<file path="src/sv/wams_pkg.sv">
// Shared types and constants for the weighted adjacency matrix store.
// Used by the front, the queue, the back and the top level.
// Depends on nothing.
package wams_pkg;

  localparam int MAX_VERTICES_DEF = 64;
  localparam int WEIGHT_BITS_DEF  = 16;
  localparam int QUEUE_DEPTH      = 2;
  localparam int VTX_BITS         = 6;
  localparam int CNT_BITS         = 7;
  localparam int WOUT_BITS        = 16;

  localparam logic [CNT_BITS-1:0] VCOUNT_RESET = 7'd64;

  localparam logic [1:0] FUNC_WRITE = 2'd0;
  localparam logic [1:0] FUNC_QUERY = 2'd1;
  localparam logic [1:0] FUNC_LIST  = 2'd2;

  localparam logic KIND_QUERY = 1'b0;
  localparam logic KIND_LIST  = 1'b1;

  typedef enum logic [1:0] {
    OP_WRITE,
    OP_QUERY,
    OP_LIST
  } op_t;

  typedef enum logic [2:0] {
    ST_CLEAR,
    ST_IDLE,
    ST_WRITE2,
    ST_ANSWER,
    ST_CHECK,
    ST_FINISH
  } back_state_t;

  typedef struct packed {
    logic [1:0]                  func;
    logic [VTX_BITS-1:0]         first_vertex;
    logic [VTX_BITS-1:0]         second_vertex;
    logic signed [WOUT_BITS-1:0] edge_weight;
  } cmd_t;

  typedef struct packed {
    logic                        kind;
    logic [VTX_BITS-1:0]         neighbour;
    logic signed [WOUT_BITS-1:0] weight_out;
    logic                        present;
    logic                        last;
  } rsp_t;

  // One classified operation as it waits between front and back.
  typedef struct packed {
    op_t                  op;
    logic                 ok;
    logic [VTX_BITS-1:0]  a;
    logic [VTX_BITS-1:0]  b;
    logic [WOUT_BITS-1:0] weight;
    logic [CNT_BITS-1:0]  lim;
  } op_entry_t;

endpackage

</file>
<file path="src/sv/wams_fifo.sv">
// Short queue of classified ops between the front and the back.
// Depends on wams_pkg.
module wams_fifo #(
  parameter int DEPTH = wams_pkg::QUEUE_DEPTH
) (
  input  logic                clk,
  input  logic                rst,
  input  logic                push,
  input  wams_pkg::op_entry_t push_data,
  input  logic                pop,
  output wams_pkg::op_entry_t head,
  output logic                empty,
  output logic                full
);

  localparam int PW = $clog2(DEPTH);
  localparam int CW = $clog2(DEPTH + 1);

  wams_pkg::op_entry_t entries [DEPTH];
  logic [PW-1:0]       wr_ptr;
  logic [PW-1:0]       rd_ptr;
  logic [CW-1:0]       count;

  assign head  = entries[rd_ptr];
  assign empty = (count == '0);
  assign full  = (count == CW'(DEPTH));

  always_ff @(posedge clk) begin
    if (push) begin
      entries[wr_ptr] <= push_data;
    end
  end

  always_ff @(posedge clk) begin
    if (rst) begin
      wr_ptr <= '0;
      rd_ptr <= '0;
      count  <= '0;
    end else begin
      if (push) begin
        wr_ptr <= wr_ptr + PW'(1);
      end
      if (pop) begin
        rd_ptr <= rd_ptr + PW'(1);
      end
      if (push && !pop) begin
        count <= count + CW'(1);
      end else if (pop && !push) begin
        count <= count - CW'(1);
      end
    end
  end

endmodule

</file>
<file path="config.mk">
export PLATFORM = sky130hd
export DESIGN_NAME = wams_fifo
export DESIGN_NICKNAME = d
export VERILOG_FILES = /design/src/sv/wams_pkg.sv /design/src/sv/wams_fifo.sv
export SDC_FILE = /design/constraint.sdc
export NUM_CORES = 1
export LEC_CHECK = 0
export BUFFER_PORTS_ARGS = -buffer_cell sky130_fd_sc_hd__clkbuf_2
export CAP_MARGIN = 25
export CORE_ASPECT_RATIO = 0.5
export CORE_UTILIZATION = 51
export CTS_CLUSTER_DIAMETER = 30
export DETAILED_ROUTE_END_ITERATION = 8
export PLACE_DENSITY = 0.78
export SLEW_MARGIN = 25
export SYNTH_ARGS = -nofsm -noshare
export SYNTH_HDL_FRONTEND = slang
export SYNTH_SLANG_ARGS = --single-unit
</file>
<file path="constraint.sdc">
create_clock -name clk -period 3.1 [get_ports clk]
set_input_delay 0.465 -clock clk [delete_from_list [all_inputs] [get_ports clk]]
set_output_delay 0.465 -clock clk [all_outputs]
set_load 0.005 [all_outputs]
</file>
## Word-level counts from Yosys, hierarchy flattened

Memories as Yosys holds them, arrays and structs flattened. A register that Yosys moved wholly into a read port is not among the register bits.
Cells that the tools add are included.

| word-level totals | value |
|---|---|
| bits in registers | 4 |
| memory bits (writable) | 76 |
| input port bits | 42 |
| memories kept | 1 |

| cells by class | value |
|---|---|
| add/subtract/negate cells | 4 |
| equal/unequal tests | 1 |
| multiplexer cells | 6 |
| reduce and logical (&&, ||, !) cells | 6 |

Memories:

| name | words | bits a word | read ports | clocked after memory_dff | write ports | line | RTL |
|---|---|---|---|---|---|---|---|
| entries | 2 | 38 | 1 | 1 | 1 | wams_fifo.sv:19 | `wams_pkg::op_entry_t entries [DEPTH];` |

Operators with widths:

| operator | number |
|---|---|
| 1-bit 2-to-1 mux | 4 |
| 2-bit 2-to-1 mux | 2 |
| 1-bit adder (second input constant) | 2 |
| 2-bit by 1-bit adder with 2-bit output (second input constant) | 1 |
| 2-bit == test (second input constant) | 1 |
| 1-bit logical AND | 2 |
| 1-bit logical NOT | 2 |
| 2-bit logical NOT | 1 |
| 2-bit nonzero test | 1 |
| 2-bit by 1-bit subtractor with 2-bit output (second input constant) | 1 |

## Logic depth before layout (Yosys ltp)

Gate-level depths: netlist (run 1).

| depth | value |
|---|---|
| depth after elaboration | 4 |
| mapped depth | 5 |
| gate-level depth less buffers | 5 |

## Worst setup path after synthesis (run 1)

No wires, ideal clock.

| timing | value |
|---|---|
| kind | input to register |
| start point | input push |
| end point | memory entries[0][0] in the netlist's numbering (enable) |
| library setup time | 438 ps |
| arrival time | 2169 ps |
| data required time | 2662 ps |
| slack | 493 ps |
| stages | 1 |
| path buffers | 0 |
| cell sequence | nor2b_1 |

| between the ends | value |
|---|---|
| longest elaborated chain between the ends | 2 |

Ends and longest elaborated chain:

| item | line | RTL |
|---|---|---|
| start, declared | wams_fifo.sv:8 | `input logic push,` |
| 1-bit 2-to-1 mux | wams_fifo.sv:29 | `if (push) begin` |
| 1-bit 2-to-1 mux (not written as such) | wams_fifo.sv:30 | `entries[wr_ptr] <= push_data;` |
| end, declared | wams_fifo.sv:19 |  |

No other way between the ends.

==> results of run 1 <==
registers in the layout (all words and copies together), names as in the netlist, named ones only:
signal,cells
entries,76
rd_ptr,1
count,2
wr_ptr,1
path summary, 6_finish.rpt:
kind,slack [ns],end
worst min-delay path,0.33,entries[1][3]
worst min register to register,0.51,count[1]
worst max register to register,1.53,entries[1][13]
worst max-delay path,0.86,head[9]
final cells by class:
class	count	area (sq um)
Tap cell	73	91.34
Sequential cell	81	2384
Clock buffer	11	232.7
Timing Repair Buffer	82	412.9
Fill cell	395	1794
Clock inverter	5	80.08
Multi-Input combinational cell	54	540.5
Inverter	1	3.754
Yosys cell counts (all sizes together):
master and number:
a21oi 1, and2 1, and2b 1, buf 4
dfxtp 5, edfxtp 76, ha 1, inv 1
mux2 38, nor2 5, nor2b 1, o21ai 1
or3 1, xnor2 2, xor2 2
report_power, final:
part,internal [W],switching (W)
clock network,0.000703,0.000379
registers,0.00127,0.0000366
logic,0.000123,0.0000943
cells by family (layout without fill, tap and decap cells):
kind of cell / after synthesis / in the layout / synth area share (%)
compound gates: 2 / 2 / 0.3387
xor+xnor: 4 / 4 / 1.187
fa+ha+maj: 1 / 1 / 0.4237
buf+inv: 5 / 99 / 1.313
flops: 81 / 81 / 80.68
mux: 38 / 38 / 14.49
simple gates: 9 / 9 / 1.568
per-stage QoR:
step	total power (W)	setup slack, ns
after CTS	0.002639	0.8085
after detailed placement	0.001557	1.167
after global placement	0.001548	1.173
after global routing	0.002698	0.7653
after floorplan	0.001447	0.4933
final	0.002611	0.8621
metal layers:
| layer | wire, um | track usage [%] | vias to the layer above | share of wire (%) |
|---|---|---|---|---|
| met4 | 85 | 7.429 | 0 | 1.9 |
| li1 | - | - | 719 | - |
| met5 | 0 | 0 | - | 0 |
| met1 | 1722 | 16.56 | 711 | 39 |
| met3 | 208 | 6.674 | 9 | 4.7 |
| met2 | 2396 | 28.48 | 33 | 54 |
worst max-delay path, cell delays in order, from the launching register on:
cell and delay (ns):
dfxtp_2 0.90, mux2_2 0.42, clkbuf_2 0.11
==> run metrics, run 1 <==
status=finished, final reports clean; Port Buffers=between 80 and 90; initial core utilization=between 50% and 60%; Slew @ Worst Pin=approximately 0.9 ns; vias in the first global route=1548; Sink Count=81; cell area power density=roughly 700 nW/um^2; Final min period=approximately 2.2 ns; Post-Syn Area per Cell=~21 sq um; crit path kind=register to output port; cells resized by post-CTS repair=0; clock skew=between 0.004 and 0.005 ns; Cells after Synth=between 100 and 150; GPL Wtd Cong=~0.66; mapped cell area=around 3000 sq um; worst hold path startpoint=push_data[3]; CP Capture Type=output port; Setup crit start kind=register; fin nets=272; Synth cell types=17; unrepaired setup endpoints after global routing=false; worst hold slack=0.3277 ns; Area Overhead vs Synth=26.82%; DRC viols=0; worst hold-check path type=input pin to register; global-route wire length before repair=slightly below 7 mm; most frequent cells in the layout=clkbuf_2 (81), edfxtp_1 (76), mux2_2 (38); root buf cell=clkbuf_16; Seq/Total Area, Yosys=a little over 80%; Final period util=72.19%; Vias=about 1500; post-route setup TNS=0 ns; Core Util, Final=approximately 68%; final hold violations=0; Lkg Pwr=about 1.4 nW; Routed WL=roughly 4.4 mm; ant diodes=0; largest net degree at the start of global routing=39; Max Fanout on Critical Path=38; Clock transition at path regs=0.06 ns; row count=19; worst reg2reg path depth=1; Worst EP required=~2.6 ns; initial antenna violation count=0; Max VDD drop=between 0.0005 and 0.0006 V; r2r startpoint=wr_ptr; Clock Latency Late Sink=~0.32 ns; Max clock buf depth=2; Ports=82; Die Footprint=between 6000 and 7000 sq um; commonest non-fill, non-tap cell in the layout=clkbuf_2; area share of the largest cell type after synthesis=just under 80%; vias per cell=4.795; Max-Cap Viols=0; non-filler cells, final=307; Cells on Worst Hold Path=1; CTS tree=yes; Max-slew headroom=between 40% and 50%; Synth Warn #=0; CP arrival=roughly 1.8 ns; wire length per cell=between 10 and 15 um; Antenna Violating Nets Remaining=0; CTS HTree Levels=3; Post-Syn Nets=around 180; GR Overflow Total=0; Die X=roughly 110 um; Final Max Slew Viols=0; post-CTS setup buffers=0; die height=between 50 and 60 um; Inserted Clock Buffers=9; layout cells sized above 1=58.55%; fin area=roughly 3700 sq um; Initial DRC Count=55; DP HPWL=2.795 mm; hold_buf cts=0; cell taking the most area after synthesis=edfxtp_1; synthesized flop and latch total=81; Final setup viols=0; Area contributors post-synth=edfxtp_1 (77%), mux2_2 (14%), dfxtp_1 (3.4%); GRT Util Overall=about 16%; dpl cells=291; Core Area=approximately 5500 sq um; Fmax achieved=between 400 and 500 MHz; dpl cell area=~3400 sq um; Pre-Repair DR Iteration Count=6
No activity file was read; power rests on OpenSTA's default activity.
==> run 2: changes to the inputs <==
--- a/config.mk
+++ b/config.mk
@@ -8,10 +8,10 @@
 export BUFFER_PORTS_ARGS = -buffer_cell sky130_fd_sc_hd__clkbuf_2
 export CAP_MARGIN = 25
 export CORE_ASPECT_RATIO = 0.5
-export CORE_UTILIZATION = 51
+export CORE_UTILIZATION = 46
 export CTS_CLUSTER_DIAMETER = 30
 export DETAILED_ROUTE_END_ITERATION = 8
-export PLACE_DENSITY = 0.78
+export PLACE_DENSITY = 0.74
 export SLEW_MARGIN = 25
 export SYNTH_ARGS = -nofsm -noshare
 export SYNTH_HDL_FRONTEND = slang
==> constraint.sdc (replaced) <==
create_clock -name clk -period 1.85 [get_ports clk]
set_input_delay 0.2775 -clock clk [delete_from_list [all_inputs] [get_ports clk]]
set_output_delay 0.2775 -clock clk [all_outputs]
set_load 0.005 [all_outputs]
==> run 2 against run 1 <==
  * Non-clock buffer count is 4 higher
  * Clock power is 65% higher
  * Worst hold slack worse by 0.19 ns
  * Design area is 1.4% higher
  * Register-to-register slack worse by 0.87 ns
  * Die area is 11% higher
  * Critical endpoint is now head[23]
  * Highest routed layer unchanged
==> run metrics, run 2 (synthesized netlist as in run 1, its figures left out) <==
worst hold-check path type=input pin to register; commonest non-fill, non-tap cell in the layout=clkbuf_2; Max Fanout on Critical Path=33; root buf cell=clkbuf_16; Tot Pwr=roughly 0.0044 W; CTS HTree Levels=3; status=finished, final reports clean; Port Buffers=between 80 and 90; Comb pwr share=about a tenth; Max-slew headroom=81.49%; Fmax achieved=approximately 570 MHz; DP HPWL=about 3.2 mm; post-CTS setup buffers=0; most frequent cells in the layout=clkbuf_2 (81), edfxtp_1 (76), mux2_2 (38); Max VDD drop=approximately 0.00075 V; Core Util, Final=61.94%; post-route setup TNS=0 ns; Clock Latency Late Sink=~0.32 ns; row count=20; Die X=115.3 um; Final min period=1.741 ns; largest net degree at the start of global routing=34; sequential share of power=about half; final hold violations=0; Routed WL=4.708 mm; vias per cell=~4.7; Clock transition at path regs=0.05 ns; initial antenna violation count=0; unrepaired setup endpoints after global routing=false; CP arrival=1.46 ns; Die Footprint=6763 sq um; die height=between 50 and 60 um; Pre-Repair DR Iteration Count=3; wire length per cell=between 10 and 15 um; cells resized by post-CTS repair=0; Clock power frac=between 40% and 50%; Inserted Clock Buffers=9; Sw Ratio=a little under a fifth; Max clock buf depth=2; Core Area=approximately 6100 sq um; Setup crit start kind=register; dpl cells=310; fin nets=276; Top reg by flops=entries; cell area power density=1149 nW/um^2; Sink Count=a little over 80; Worst EP required=between 1.5 and 2 ns; Slew @ Worst Pin=between 0.2 and 0.3 ns; GR Overflow Total=0; Pint=0.003528 W; GRT Util Overall=between 10 and 15%; Final setup viols=0; Sw Pwr=between 0.0008 and 0.0009 W; Largest regs=entries x76, count x2; Final period util=94.11%; Ports=82; clock skew=0.007522 ns; vias in the first global route=about 1600; Antenna Violating Nets Remaining=0; global-route wire length before repair=7.196 mm; Lkg Pwr=around 1.5 nW; CTS tree=yes; ant diodes=0; Initial DRC Count=38; max reg flops=76; Max-Cap Viols=0; Vias=approximately 1500; Area Overhead vs Synth=28.60%; crit path kind=register to output port; layout cells sized above 1=between 50% and 60%; DRC viols=0; CP Capture Type=output port; initial core utilization=around half; GPL Wtd Cong=~0.66; Final Max Slew Viols=0; hold_buf cts=0; non-filler cells, final=326
## run 2: per-stage QoR
step                      hold WS [ns]  instance area, sq um  setup WS (ns)
after floorplan                 0.3466                  2955         0.1050
after global placement          0.4653                  3493         0.4607
after detailed placement        0.4701                  3493         0.4273
after CTS                       0.1280                  3797        0.07663
after global routing            0.1321                  3797        0.04738
final                           0.1420                  3797         0.1089
## run 2: cell type report
cell class	count	area (sq um)
flip-flops and latches	81	2384
clock buffers	12	236.5
clock inverters	4	67.56
inverters	1	3.754
repair buffers	86	455.4
well taps	88	110.1
multi-input cells	54	540.5
fillers	454	2333
## run 2: final timing paths
check | startpoint | to | slack, ns | cells after the start
max | register | head[23] | 0.11 | 3
max reg2reg | wr_ptr | entries[1][16] | 0.66 | 2
min | push_data[14] | entries[0][14] | 0.14 | 1
min reg2reg | count[1] | count[1] | 0.51 | 2
## run 2: power by group through the flow
stage | combinational (W) | sequential (W) | clock, W
after floorplan | 0.000227 | 0.00220 | 0
after global placement | 0.000407 | 0.00220 | 0
after detailed placement | 0.000417 | 0.00221 | 0
after CTS | 0.000419 | 0.00218 | 0.00182
after global routing | 0.000447 | 0.00219 | 0.00188
final | 0.000409 | 0.00217 | 0.00178
## run 2: critical path, cell delays in order (launching register included)
cell and delay (ns):
dfxtp_2 0.42, buf_12 0.23, mux2_2 0.38, clkbuf_2 0.12
## run 2: metal layers
metal,wire length [um],part of all wire [%],track usage [%],up-vias
met5,0,0,0,-
met4,77,1.6,7.607,0
met3,220,4.7,5.149,8
met2,2497,53,26.35,32
met1,1911,41,16.42,750
li1,-,-,-,730
